===== src/rtl/prbd_pkg.sv =====
`timescale 1ns / 1ps
package prbd_pkg;

    localparam int unsigned QDepth = 4;
    localparam int unsigned QPtrW  = $clog2(QDepth);

    // decoder mode of the front part
    typedef enum logic [1:0] {
        MODE_CMD    = 2'd0,
        MODE_LIT    = 2'd1,
        MODE_PLAYER = 2'd2,
        MODE_FILL   = 2'd3
    } decode_mode_t;

    // run kind in the top two bits of a command byte
    typedef enum logic [1:0] {
        RUN_SKIP   = 2'b00,
        RUN_LIT    = 2'b01,
        RUN_PLAYER = 2'b10,
        RUN_FILL   = 2'b11
    } run_kind_t;

    // pixel kinds as they leave the block
    typedef enum logic [1:0] {
        PIX_TRANSP = 2'd0,
        PIX_COLOR  = 2'd1,
        PIX_PLAYER = 2'd2
    } pixel_kind_t;

    localparam logic [7:0] PlayerOffset = 8'd128;

    // one run handed from front to back
    typedef struct packed {
        logic        restart;  // clear column and row before this run
        pixel_kind_t kind;
        logic [7:0]  color;
        logic [7:0]  shade;
        logic [5:0]  count;    // may be zero when only restart is carried
    } run_cmd_t;

endpackage


===== src/rtl/prbd_front.sv =====
`timescale 1ns / 1ps
module prbd_front
    import prbd_pkg::*;
(
    input  logic        clk,
    input  logic        rst_n,
    input  logic [15:0] image_width,
    input  logic        byte_valid,
    input  logic [7:0]  data_byte,
    input  logic        start_image,
    input  logic        q_full,
    output logic        byte_ready,
    output logic        push,
    output run_cmd_t    push_cmd
);

    decode_mode_t mode_reg, mode_next;
    logic [5:0]   pend_reg, pend_next;
    logic [15:0]  col_reg, col_next;
    logic         fix_reg, fix_next;

    decode_mode_t mode_eff;
    logic [5:0]   pend_eff;
    logic [15:0]  col_eff;
    logic [16:0]  room;
    logic [5:0]   cnt_cut;
    logic [16:0]  col_sum;
    logic [16:0]  col_wrap;
    logic         take;

    // no bytes while the column is being folded back into the row
    assign byte_ready = !q_full && !fix_reg;
    assign take       = byte_valid && byte_ready;

    always_comb
    begin
        mode_eff = start_image ? MODE_CMD : mode_reg;
        pend_eff = start_image ? 6'd0 : pend_reg;
        col_eff  = start_image ? 16'd0 : col_reg;

        // room left in the row; one when the column is already past the width
        if (image_width > col_eff)
            room = {1'b0, image_width} - {1'b0, col_eff};
        else
            room = 17'd1;
        if ({11'd0, data_byte[5:0]} > room)
            cnt_cut = room[5:0];
        else
            cnt_cut = data_byte[5:0];
    end

    // next mode and pending count
    always_comb
    begin
        mode_next = mode_eff;
        pend_next = pend_eff;

        unique case (mode_eff)
            MODE_CMD:
            begin
                unique case (data_byte[7:6])
                    RUN_SKIP:
                    begin
                        mode_next = MODE_CMD;
                    end
                    RUN_LIT:
                    begin
                        pend_next = cnt_cut;
                        mode_next = (cnt_cut != 6'd0) ? MODE_LIT : MODE_CMD;
                    end
                    RUN_PLAYER:
                    begin
                        pend_next = cnt_cut;
                        mode_next = MODE_PLAYER;
                    end
                    default:
                    begin
                        pend_next = cnt_cut;
                        mode_next = MODE_FILL;
                    end
                endcase
            end
            MODE_LIT:
            begin
                pend_next = pend_eff - 6'd1;
                if (pend_next == 6'd0)
                    mode_next = MODE_CMD;
            end
            default:
            begin
                pend_next = 6'd0;
                mode_next = MODE_CMD;
            end
        endcase
    end

    // run handed to the queue
    always_comb
    begin
        push_cmd.restart = start_image;
        push_cmd.kind    = PIX_TRANSP;
        push_cmd.color   = 8'd0;
        push_cmd.shade   = 8'd0;
        push_cmd.count   = 6'd0;

        unique case (mode_eff)
            MODE_CMD:
            begin
                if (data_byte[7:6] == RUN_SKIP)
                    push_cmd.count = cnt_cut;
            end
            MODE_LIT:
            begin
                push_cmd.kind  = PIX_COLOR;
                push_cmd.color = data_byte;
                push_cmd.count = 6'd1;
            end
            MODE_PLAYER:
            begin
                push_cmd.kind  = PIX_PLAYER;
                push_cmd.color = data_byte + PlayerOffset;
                push_cmd.shade = data_byte;
                push_cmd.count = pend_eff;
            end
            default:
            begin
                push_cmd.kind  = PIX_COLOR;
                push_cmd.color = data_byte;
                push_cmd.count = pend_eff;
            end
        endcase
    end

    // column after the run; a run cut under an older, wider row can wrap
    // more than once, the remainder is then folded down a width per cycle
    always_comb
    begin
        col_sum = {1'b0, col_eff} + {11'd0, push_cmd.count};
        if (({1'b0, col_eff} + 17'd1) >= {1'b0, image_width})
            col_wrap = {11'd0, push_cmd.count} - 17'd1;
        else
            col_wrap = col_sum - {1'b0, image_width};

        fix_next = 1'b0;
        if (fix_reg)
        begin
            if (image_width <= 16'd1)
                col_next = 16'd0;
            else if (col_reg >= image_width)
            begin
                col_next = col_reg - image_width;
                fix_next = 1'b1;
            end
            else
                col_next = col_reg;
        end
        else if (push_cmd.count == 6'd0 || col_sum < {1'b0, image_width})
            col_next = col_sum[15:0];
        else
        begin
            col_next = col_wrap[15:0];
            fix_next = (col_wrap >= {1'b0, image_width});
        end
    end

    assign push = take && ((push_cmd.count != 6'd0) || start_image);

    always_ff @(posedge clk or negedge rst_n)
    begin
        if (!rst_n)
        begin
            mode_reg <= MODE_CMD;
            pend_reg <= 6'd0;
            col_reg  <= 16'd0;
            fix_reg  <= 1'b0;
        end
        else
        begin
            if (take)
            begin
                mode_reg <= mode_next;
                pend_reg <= pend_next;
            end
            if (take || fix_reg)
            begin
                col_reg <= col_next;
                fix_reg <= fix_next;
            end
        end
    end

endmodule


===== src/rtl/prbd_queue.sv =====
`timescale 1ns / 1ps
module prbd_queue
    import prbd_pkg::*;
(
    input  logic     clk,
    input  logic     rst_n,
    input  logic     push,
    input  run_cmd_t push_cmd,
    output logic     full,
    input  logic     pop,
    output logic     empty,
    output run_cmd_t head
);

    run_cmd_t         mem_reg [QDepth];
    logic [QPtrW-1:0] wr_reg, wr_next;
    logic [QPtrW-1:0] rd_reg, rd_next;
    logic [QPtrW:0]   fill_reg, fill_next;

    assign full  = (fill_reg == (QPtrW + 1)'(QDepth));
    assign empty = (fill_reg == '0);
    assign head  = mem_reg[rd_reg];

    always_comb
    begin
        wr_next   = push ? wr_reg + 1'b1 : wr_reg;
        rd_next   = pop ? rd_reg + 1'b1 : rd_reg;
        fill_next = fill_reg;
        if (push && !pop)
            fill_next = fill_reg + 1'b1;
        else if (pop && !push)
            fill_next = fill_reg - 1'b1;
    end

    always_ff @(posedge clk)
    begin
        if (push)
            mem_reg[wr_reg] <= push_cmd;
    end

    always_ff @(posedge clk or negedge rst_n)
    begin
        if (!rst_n)
        begin
            wr_reg   <= '0;
            rd_reg   <= '0;
            fill_reg <= '0;
        end
        else
        begin
            wr_reg   <= wr_next;
            rd_reg   <= rd_next;
            fill_reg <= fill_next;
        end
    end

endmodule


===== src/rtl/prbd_back.sv =====
`timescale 1ns / 1ps
module prbd_back
    import prbd_pkg::*;
(
    input  logic        clk,
    input  logic        rst_n,
    input  logic [15:0] image_width,
    input  logic [15:0] image_height,
    input  logic        q_empty,
    input  run_cmd_t    head,
    output logic        pop,
    output logic        pix_valid,
    input  logic        pix_ready,
    output logic [1:0]  pixel_kind,
    output logic [7:0]  color_index,
    output logic [7:0]  player_shade,
    output logic [15:0] column,
    output logic [15:0] row,
    output logic        row_done,
    output logic        image_done,
    output logic        run_last
);

    logic [5:0]   cnt_reg;
    pixel_kind_t  kind_reg;
    logic [7:0]   color_reg, shade_reg;
    logic [15:0]  col_reg, row_reg;
    logic         valid_reg;
    logic         emit;
    logic         rdone, idone;

    logic [1:0]   o_kind_reg;
    logic [7:0]   o_color_reg, o_shade_reg;
    logic [15:0]  o_col_reg, o_row_reg;
    logic         o_rdone_reg, o_idone_reg, o_last_reg;

    assign pop   = (cnt_reg == 6'd0) && !q_empty;
    assign emit  = (cnt_reg != 6'd0) && (!valid_reg || pix_ready);
    assign rdone = ({1'b0, col_reg} + 17'd1) >= {1'b0, image_width};
    assign idone = rdone && (({1'b0, row_reg} + 17'd1) >= {1'b0, image_height});

    always_ff @(posedge clk or negedge rst_n)
    begin
        if (!rst_n)
        begin
            cnt_reg   <= 6'd0;
            col_reg   <= 16'd0;
            row_reg   <= 16'd0;
            valid_reg <= 1'b0;
        end
        else
        begin
            if (pop)
            begin
                cnt_reg <= head.count;
                if (head.restart)
                begin
                    col_reg <= 16'd0;
                    row_reg <= 16'd0;
                end
            end
            else if (emit)
            begin
                cnt_reg <= cnt_reg - 6'd1;
                if (rdone)
                begin
                    col_reg <= 16'd0;
                    row_reg <= idone ? 16'd0 : row_reg + 16'd1;
                end
                else
                    col_reg <= col_reg + 16'd1;
            end

            if (emit)
                valid_reg <= 1'b1;
            else if (pix_ready)
                valid_reg <= 1'b0;
        end
    end

    // run payload and output register
    always_ff @(posedge clk)
    begin
        if (pop)
        begin
            kind_reg  <= head.kind;
            color_reg <= head.color;
            shade_reg <= head.shade;
        end
        if (emit)
        begin
            o_kind_reg  <= kind_reg;
            o_color_reg <= color_reg;
            o_shade_reg <= shade_reg;
            o_col_reg   <= col_reg;
            o_row_reg   <= row_reg;
            o_rdone_reg <= rdone;
            o_idone_reg <= idone;
            o_last_reg  <= (cnt_reg == 6'd1);
        end
    end

    assign pix_valid    = valid_reg;
    assign pixel_kind   = o_kind_reg;
    assign color_index  = o_color_reg;
    assign player_shade = o_shade_reg;
    assign column       = o_col_reg;
    assign row          = o_row_reg;
    assign row_done     = o_rdone_reg;
    assign image_done   = o_idone_reg;
    assign run_last     = o_last_reg;

endmodule


===== src/rtl/player_bitmap_rle_decoder.sv =====
`timescale 1ns / 1ps
// Path: runs pass the run queue, the back's run register and the output register.
// Throughput: one byte a cycle while the 4-entry run queue has room; a run that wraps
// a row more than once after a width change stalls input until the column is folded.
// Output: one pixel a cycle within a run while m_tready allows; each run loads first.
// Reset (rst_n, async, active low): queue empty, column/row 0, command mode,
// width and height back to 64.
module player_bitmap_rle_decoder
    import prbd_pkg::*;
(
    input  logic        clk,
    input  logic        rst_n,
    // configuration writes
    input  logic        cfg_we,
    input  logic [7:0]  cfg_index,
    input  logic [15:0] cfg_data,
    // compressed byte stream
    input  logic        s_tvalid,
    output logic        s_tready,
    input  logic [7:0]  s_tdata,   // [7:0] data_byte
    input  logic        s_tuser,   // [0] start_image
    // decoded pixels
    output logic        m_tvalid,
    input  logic        m_tready,
    output logic [47:0] m_tdata,   // [7:0] color_index, [15:8] player_shade,
                                   // [31:16] column, [47:32] row
    output logic [3:0]  m_tuser,   // [1:0] pixel_kind, [2] image_done, [3] run_last
    output logic        m_tlast    // row_done
);

    localparam logic [7:0] RegWidth  = 8'd0;
    localparam logic [7:0] RegHeight = 8'd1;

    logic [15:0] width_reg, height_reg;

    always_ff @(posedge clk or negedge rst_n)
    begin
        if (!rst_n)
        begin
            width_reg  <= 16'd64;
            height_reg <= 16'd64;
        end
        else if (cfg_we)
        begin
            // indexes beyond the list are dropped
            if (cfg_index == RegWidth)
                width_reg <= cfg_data;
            else if (cfg_index == RegHeight)
                height_reg <= cfg_data;
        end
    end

    logic     q_full, q_empty, push, pop;
    run_cmd_t push_cmd, head;

    // front: decodes command and colour bytes into runs (cut to the row end)
    prbd_front u_front (
        .clk         (clk),
        .rst_n       (rst_n),
        .image_width (width_reg),
        .byte_valid  (s_tvalid),
        .data_byte   (s_tdata),
        .start_image (s_tuser),
        .q_full      (q_full),
        .byte_ready  (s_tready),
        .push        (push),
        .push_cmd    (push_cmd)
    );

    prbd_queue u_queue (
        .clk      (clk),
        .rst_n    (rst_n),
        .push     (push),
        .push_cmd (push_cmd),
        .full     (q_full),
        .pop      (pop),
        .empty    (q_empty),
        .head     (head)
    );

    logic [1:0]  pixel_kind;
    logic [7:0]  color_index, player_shade;
    logic [15:0] column, row;
    logic        row_done, image_done, run_last;

    // back: expands each run into pixels, tracks column and row
    prbd_back u_back (
        .clk          (clk),
        .rst_n        (rst_n),
        .image_width  (width_reg),
        .image_height (height_reg),
        .q_empty      (q_empty),
        .head         (head),
        .pop          (pop),
        .pix_valid    (m_tvalid),
        .pix_ready    (m_tready),
        .pixel_kind   (pixel_kind),
        .color_index  (color_index),
        .player_shade (player_shade),
        .column       (column),
        .row          (row),
        .row_done     (row_done),
        .image_done   (image_done),
        .run_last     (run_last)
    );

    assign m_tdata = {row, column, player_shade, color_index};
    assign m_tuser = {run_last, image_done, pixel_kind};
    assign m_tlast = row_done;

endmodule

===== config.mk =====
export PLATFORM = sky130hd
export DESIGN_NAME = player_bitmap_rle_decoder
export DESIGN_NICKNAME = d
export VERILOG_FILES = /design/src/rtl/prbd_pkg.sv /design/src/rtl/prbd_front.sv /design/src/rtl/prbd_queue.sv /design/src/rtl/prbd_back.sv /design/src/rtl/player_bitmap_rle_decoder.sv
export SDC_FILE = /design/constraint.sdc
export NUM_CORES = 1
export LEC_CHECK = 0
export ABC_AREA = 0
export ABC_CLOCK_PERIOD_IN_PS = 18600
export CAP_MARGIN = 10
export CELL_PAD_IN_SITES_DETAIL_PLACEMENT = 0
export CELL_PAD_IN_SITES_GLOBAL_PLACEMENT = 1
export CORE_ASPECT_RATIO = 0.9
export CORE_UTILIZATION = 54
export CTS_CLUSTER_SIZE = 40
export DETAILED_ROUTE_END_ITERATION = 12
export DONT_BUFFER_PORTS = 1
export PLACE_DENSITY_LB_ADDON = 0.1
export SYNTH_ARGS = -nofsm -noshare
export SYNTH_HDL_FRONTEND = slang
export SYNTH_SLANG_ARGS = --single-unit

===== constraint.sdc =====
create_clock -name clk -period 18.6 [get_ports clk]
set_input_delay 0.93 -clock clk [delete_from_list [all_inputs] [get_ports clk]]
set_output_delay 0.93 -clock clk [all_outputs]
set_load 0.05 [all_outputs]

==> results of run 1 <==
-- cell usage after synthesis (all sizes together) (6+ instances only) --
cell type / instances
nor3: 26
nor2b: 22
xor2: 25
nand4: 24
and2: 23
a31oi: 15
a211oi: 10
nor2: 112
a22o: 10
nand2: 122
a221o: 6
mux2i: 8
a21oi: 73
dfrtp: 101
buf: 12
ha: 138
a32o: 16
inv: 98
clkbuf: 34
edfxtp: 171
or2: 9
and3: 17
mux4: 25
o31ai: 11
or3: 7
o21bai: 11
mux2: 23
xnor2: 69
nand2b: 25
nor4: 15
o21ai: 88
a21o: 21
and4: 7
nand3: 37
o21a: 17
-- layout make-up --
class / instances / area (um2) / area share (%)
clock inverter: 14 / 170 / 0.954
tap: 403 / 504 / 2.83
inverter: 100 / 375 / 2.11
clock buffer: 38 / 778 / 4.36
timing repair buffer: 13 / 97.6 / 0.547
multi-input combinational: 1090 / 8190 / 45.9
sequential: 274 / 7720 / 43.3
-- worst max-delay path by stage --
stage | slack, ns | cells past startpoint | to
global placement | 9.02 | 44 | u_front.fix_reg$_DFFE_PN0P_
finish | 9.12 | 44 | u_front.fix_reg$_DFFE_PN0P_
global route | 8.22 | 43 | u_front.fix_reg$_DFFE_PN0P_
detailed placement | 8.82 | 44 | u_front.fix_reg$_DFFE_PN0P_
floorplan | 9.33 | 49 | u_front.fix_reg$_DFFE_PN0P_
CTS | 9.22 | 43 | u_front.fix_reg$_DFFE_PN0P_
-- metal layers --
metal / vias up / track usage (%) / share of wire, %
met5: - / 0 / 0
met4: 0 / 6.20 / 2.3
met3: 68 / 4.81 / 5.7
met2: 299 / 40.9 / 46
met1: 5622 / 38.3 / 46
li1: 5577 / - / -
-- stage by stage --
stage	cell area [um2]	util, %
global placement	16900	56.5
finish	17800	59.7
floorplan	16400	-
detailed placement	16900	56.5
global route	17800	59.7
CTS	17800	59.7
-- kinds of logic after synthesis --
logic type	share of synthesized area, %
and+or+nand+nor	13.9
AOI/OAI and AO/OA	14.0
DFF	46.9
buffers and inverters	3.49
adders and majority gates	11.1
xor gates and xnor gates	5.01
muxes	5.51
-- report_power, final --
group	leakage [nW]	internal [mW]	total, mW	switching, mW
Sequential	2.94	0.780	0.916	0.136
Clock	0.467	0.336	0.579	0.243
Combinational	3.84	0.255	0.616	0.361
==> flow_metrics.py, run 1 <==
metrics = {
    "outcome": {
        "status": "complete, no violations",
    },
    "place": {
        "io_buffers": 0,
        "gp_congestion": 0.916,
        "dp_hpwl_um": 29100,
        "dp_worst_setup_slack_ns": 8.82,
        "place_inst": 1880,
    },
    "synthesis": {
        "synth_fp_nets": 1691,
        "synth_edf_count": 171,
        "synth_cell_type_count": 92,
        "synthFlopType": "edfxtp_1",
        "seq_area_frac_synth_pct": 46.9,
        "synth_top_area_share_pct": 31.2,
        "synth_area_leaders": "edfxtp_1, dfrtp_1, ha_1",
        "synth_warnings": 0,
        "synthArstFlopShare_pct": 37.6,
        "ys_ff_latch": 274,
        "yosys.area.top_type": "edfxtp_1",
        "synth_area_mm2": 0.0164,
        "avgSynthCellArea_um2": 10.9,
        "netlist_instances": 1510,
    },
    "global_routing": {
        "grt_usage_pct": 26.4,
        "first_global_vias": 11200,
        "antenna_found_initial": 0,
        "overflow": 0,
        "grt_pass1_wl_um": 63600,
        "grt_max_degree": 104,
    },
    "die": {
        "die_w_um": 186,
        "core_area_mm2": 0.0299,
        "dieHeight_um": 168,
        "start_util_pct": 55.0,
        "die-area_mm2": 0.0311,
        "ioPinCount": 93,
        "row_count": 60,
    },
    "timing": {
        "timing.hold.ws_ns": 0.0712,
        "clock.fmax_mhz": 105,
        "fin_crit_ns": 9.48,
        "period_share_pct": 51.0,
        "relSlewSlack_pct": 29.0,
        "hold_violations": 0,
        "slew_viol_final": 0,
        "rsz0062_at_grt": "no",
        "tightest_slew_ns": 1.06,
        "setup_ws_ns": 9.12,
        "clock_skew_ns": 0.00952,
        "tns_ns": 0,
        "setup_viol_count_final": 0,
    },
    "cells_and_area": {
        "layout-drive-gt1-share_pct": 9.16,
        "mostFrequentLayoutCells": "edfxtp_1, ha_1, nand2_1",
        "syn_to_final_growth_pct": 8.46,
        "nFillCells": 2546,
        "layout.nets": 1688,
        "stdcell_count": 1932,
        "layout_commonest_cell": "edfxtp_1",
        "largest_reg_flops": 100,
        "n_antenna_cell": 0,
    },
    "routing": {
        "totalWireLength_um": 40200,
        "post_drt_wl_per_cell_um": 20.8,
        "ant_nets": 0,
        "drc": 0,
        "drt_iter0_drc": 887,
        "vias": 11600,
        "dr.pass1.iters": 5,
        "vias_per_cell": 5.99,
    },
    "worst_setup_path": {
        "rr_startpoint": "u_front.col_reg[11]$_DFFE_PN0P_",
        "critPathLaunchType": "flop",
        "worstPathRequired_ns": 19.01,
        "r2r_end": "u_front.fix_reg$_DFFE_PN0P_",
        "r2r_cells": 44,
        "critPathCaptureType": "flop",
        "crit_slowest_cell": "a31oi_2",
        "cp_num_buf_inv": 2,
        "slowest_delay_ns": 0.56,
        "crit_type": "flop to flop",
        "worstSetupStartpoint": "u_front.col_reg[11]$_DFFE_PN0P_",
        "rrSetupSlack_ns": 9.12,
        "cp_max_fo": 12,
        "arrival_ns": 9.89,
        "path_common_cell": "a21oi_1",
        "cp_top_family": "compound AO/OA/AOI/OAI gates",
    },
    "power_and_ir_drop": {
        "p_leak_nw": 7.24,
        "vdd_ir_drop_max_mv": 0.0807,
        "powerDensity_mw_per_mm2": 118,
        "power_mw": 2.11,
    },
    "worst_hold_path": {
        "hold_class": "input pin to async pin",
    },
    "clock_network": {
        "cts-hold-fix-buffers": 0,
        "cts_made_buffers": 28,
        "htree_levels": 1,
        "cts_tree": "built",
        "ctsResizeCount": 0,
        "clock-sinks": 274,
        "postCtsSetupBuffers": 0,
        "clock_path_buffers": 3,
        "clk_pin_slew_ns": 0.07,
        "clkLatencyLatePin_ns": 0.57,
        "clockRootBuffer": "clkbuf_16",
    },
    "flow_run": {
        "cap_violations": 0,
    },
}
(Power assumes the default switching activity.)
==> run 2, diff against run 1 <==
- ABC_CLOCK_PERIOD_IN_PS: 18600 -> 8700
- CORE_UTILIZATION: 54 -> 47
- clock period: 18.6 -> 8.7 ns (I/O delays scaled with it)
==> flow_metrics.py, run 2 (same netlist as run 1, synthesis figures left out) <==
metrics = {
    "routing": {
        "drt_iter0_drc": 847,
        "vias": 12100,
        "post_drt_wl_per_cell_um": 21.4,
        "totalWireLength_um": 44200,
        "dr.pass1.iters": 5,
        "ant_nets": 0,
        "drc": 0,
        "vias_per_cell": 5.84,
    },
    "die": {
        "ioPinCount": 93,
        "dieHeight_um": 179,
        "core_area_mm2": 0.0342,
        "start_util_pct": 48.1,
        "die_w_um": 199,
        "die-area_mm2": 0.0357,
        "row_count": 64,
    },
    "clock_network": {
        "htree_levels": 1,
        "cts_made_buffers": 29,
        "clock-sinks": 274,
        "cts_tree": "built",
        "clkLatencyLatePin_ns": 0.57,
        "clk_pin_slew_ns": 0.07,
        "clockRootBuffer": "clkbuf_16",
        "clock_path_buffers": 3,
    },
    "global_routing": {
        "grt_max_degree": 104,
        "grt_usage_pct": 24.9,
        "grt.met3_usage_pct": 3.64,
        "grt_pass1_wl_um": 68500,
        "grt.busiest_layer": "met1",
        "overflow": 0,
        "first_global_vias": 11700,
        "antenna_found_initial": 7,
        "use_met1_pct": 39.2,
        "grt_use_met2_pct": 35.7,
    },
    "power_and_ir_drop": {
        "p_leak_nw": 7.64,
        "vdd_ir_drop_max_mv": 0.142,
        "powerDensity_mw_per_mm2": 253,
        "power_mw": 4.73,
    },
    "timing": {
        "hold_violations": 0,
        "timing.hold.ws_ns": 0.0223,
        "setup_ws_ns": 0.535,
        "clock.fmax_mhz": 122,
        "period_share_pct": 93.8,
        "clock_skew_ns": 0.0167,
        "setup_viol_count_final": 0,
        "rsz0062_at_grt": "no",
        "slew_viol_final": 0,
        "relSlewSlack_pct": 27.4,
        "tightest_slew_ns": 1.08,
        "tns_ns": 0,
        "fin_crit_ns": 8.16,
    },
    "worst_setup_path": {
        "critPathLaunchType": "flop",
        "cp_max_fo": 6,
        "slowest_delay_ns": 0.59,
        "worstPathRequired_ns": 9.10,
        "crit_type": "flop to flop",
        "arrival_ns": 8.57,
        "crit_slowest_cell": "fa_2",
        "path_common_cell": "o21ai_1",
        "critPathCaptureType": "flop",
    },
    "cells_and_area": {
        "final_area_mm2": 0.0187,
        "mostFrequentLayoutCells": "edfxtp_1, ha_1, nand2_1",
        "utilization_pct": 54.7,
        "layout.nets": 1758,
        "layout-drive-gt1-share_pct": 13.9,
        "stdcell_count": 2064,
        "largest_reg_flops": 100,
        "layout_commonest_cell": "edfxtp_1",
        "syn_to_final_growth_pct": 13.8,
    },
    "place": {
        "dp_worst_setup_slack_ns": 0.0118,
        "place_inst": 1981,
        "gp_congestion": 0.920,
        "placed_cell_area_mm2": 0.0173,
        "io_buffers": 0,
        "dp_hpwl_um": 32700,
    },
    "outcome": {
        "status": "complete, no violations",
    },
    "worst_hold_path": {
        "hold_class": "input pin to flop",
    },
    "flow_run": {
        "cap_violations": 0,
    },
}
[run 2: cell count changes in the layout (fill, tap and decap cells not counted), sizes merged]
cell / change
clkinv: +1
buf: +50
dlygate4sd3: +19
diode: +2
bufinv: +1
clkbuf: -6
clkinvlp: +2
inv: +4
[run 2: repair_timing]
action,in CTS,in global routing
gates resized for setup,1,35
endpoints found under the hold margin,136,0
endpoints found under the setup margin,1,17
hold buffers,20,0
pin swaps,0,4
buffers inserted,0,7
cloned,0,0
[run 2: report_power, final]
| group | internal [mW] | switching (mW) | leakage (nW) |
|---|---|---|---|
| logic | 0.621 | 0.905 | 4.22 |
| clock network | 0.748 | 0.546 | 0.489 |
| registers | 1.67 | 0.247 | 2.94 |
[run 2: worst max-delay path, delay by kind of cell, from the launching register on]
kind / cells / cell delay, ns
flip-flops: 1 / 0.43
buffers and inverters: 6 / 0.79
adder cells (fa/ha/maj): 5 / 1.87
XOR/XNOR: 1 / 0.16
AO/OA/AOI/OAI: 19 / 3.60
AND/OR/NAND/NOR: 8 / 1.18
[run 2: metal layers]
| metal | routed length (um) | part of all wire, % |
|---|---|---|
| met2 | 18700 | 42 |
| met5 | 13 | 0.029 |
| met1 | 21800 | 49 |
| met3 | 2710 | 6.1 |
| met4 | 954 | 2.2 |
[run 2: path summary, 6_finish.rpt]
kind | start | to | slack, ns | cells past startpoint
worst max-delay path | u_front.col_reg[0]$_DFFE_PN0P_ | u_front.fix_reg$_DFFE_PN0P_ | 0.54 | 39
worst min-delay path | cfg_data[0] | height_reg[0]$_DFFE_PN0P_ | 0.02 | 1
worst max register to register | u_front.col_reg[0]$_DFFE_PN0P_ | u_front.fix_reg$_DFFE_PN0P_ | 0.54 | 39
worst min register to register | u_back.color_reg[3]$_DFFE_PP_ | u_back.color_index[3]$_DFFE_PP_ | 0.42 | 0
max in group asynchronous | rst_n | u_front.col_reg[12]$_DFFE_PN0P_ | 7.73 | 2
min in group asynchronous | rst_n | u_front.pend_reg[4]$_DFFE_PN0P_ | 0.40 | 2
[run 2: area by class of cell]
cell class	count	area [um2]
Fill cell	2966	15500
Multi-Input combinational cell	1090	8350
Sequential cell	274	7720
Clock buffer	32	747
Timing Repair Buffer	82	687
Tap cell	462	578
Inverter	100	375
Clock inverter	22	250
Antenna cell	2	5.00
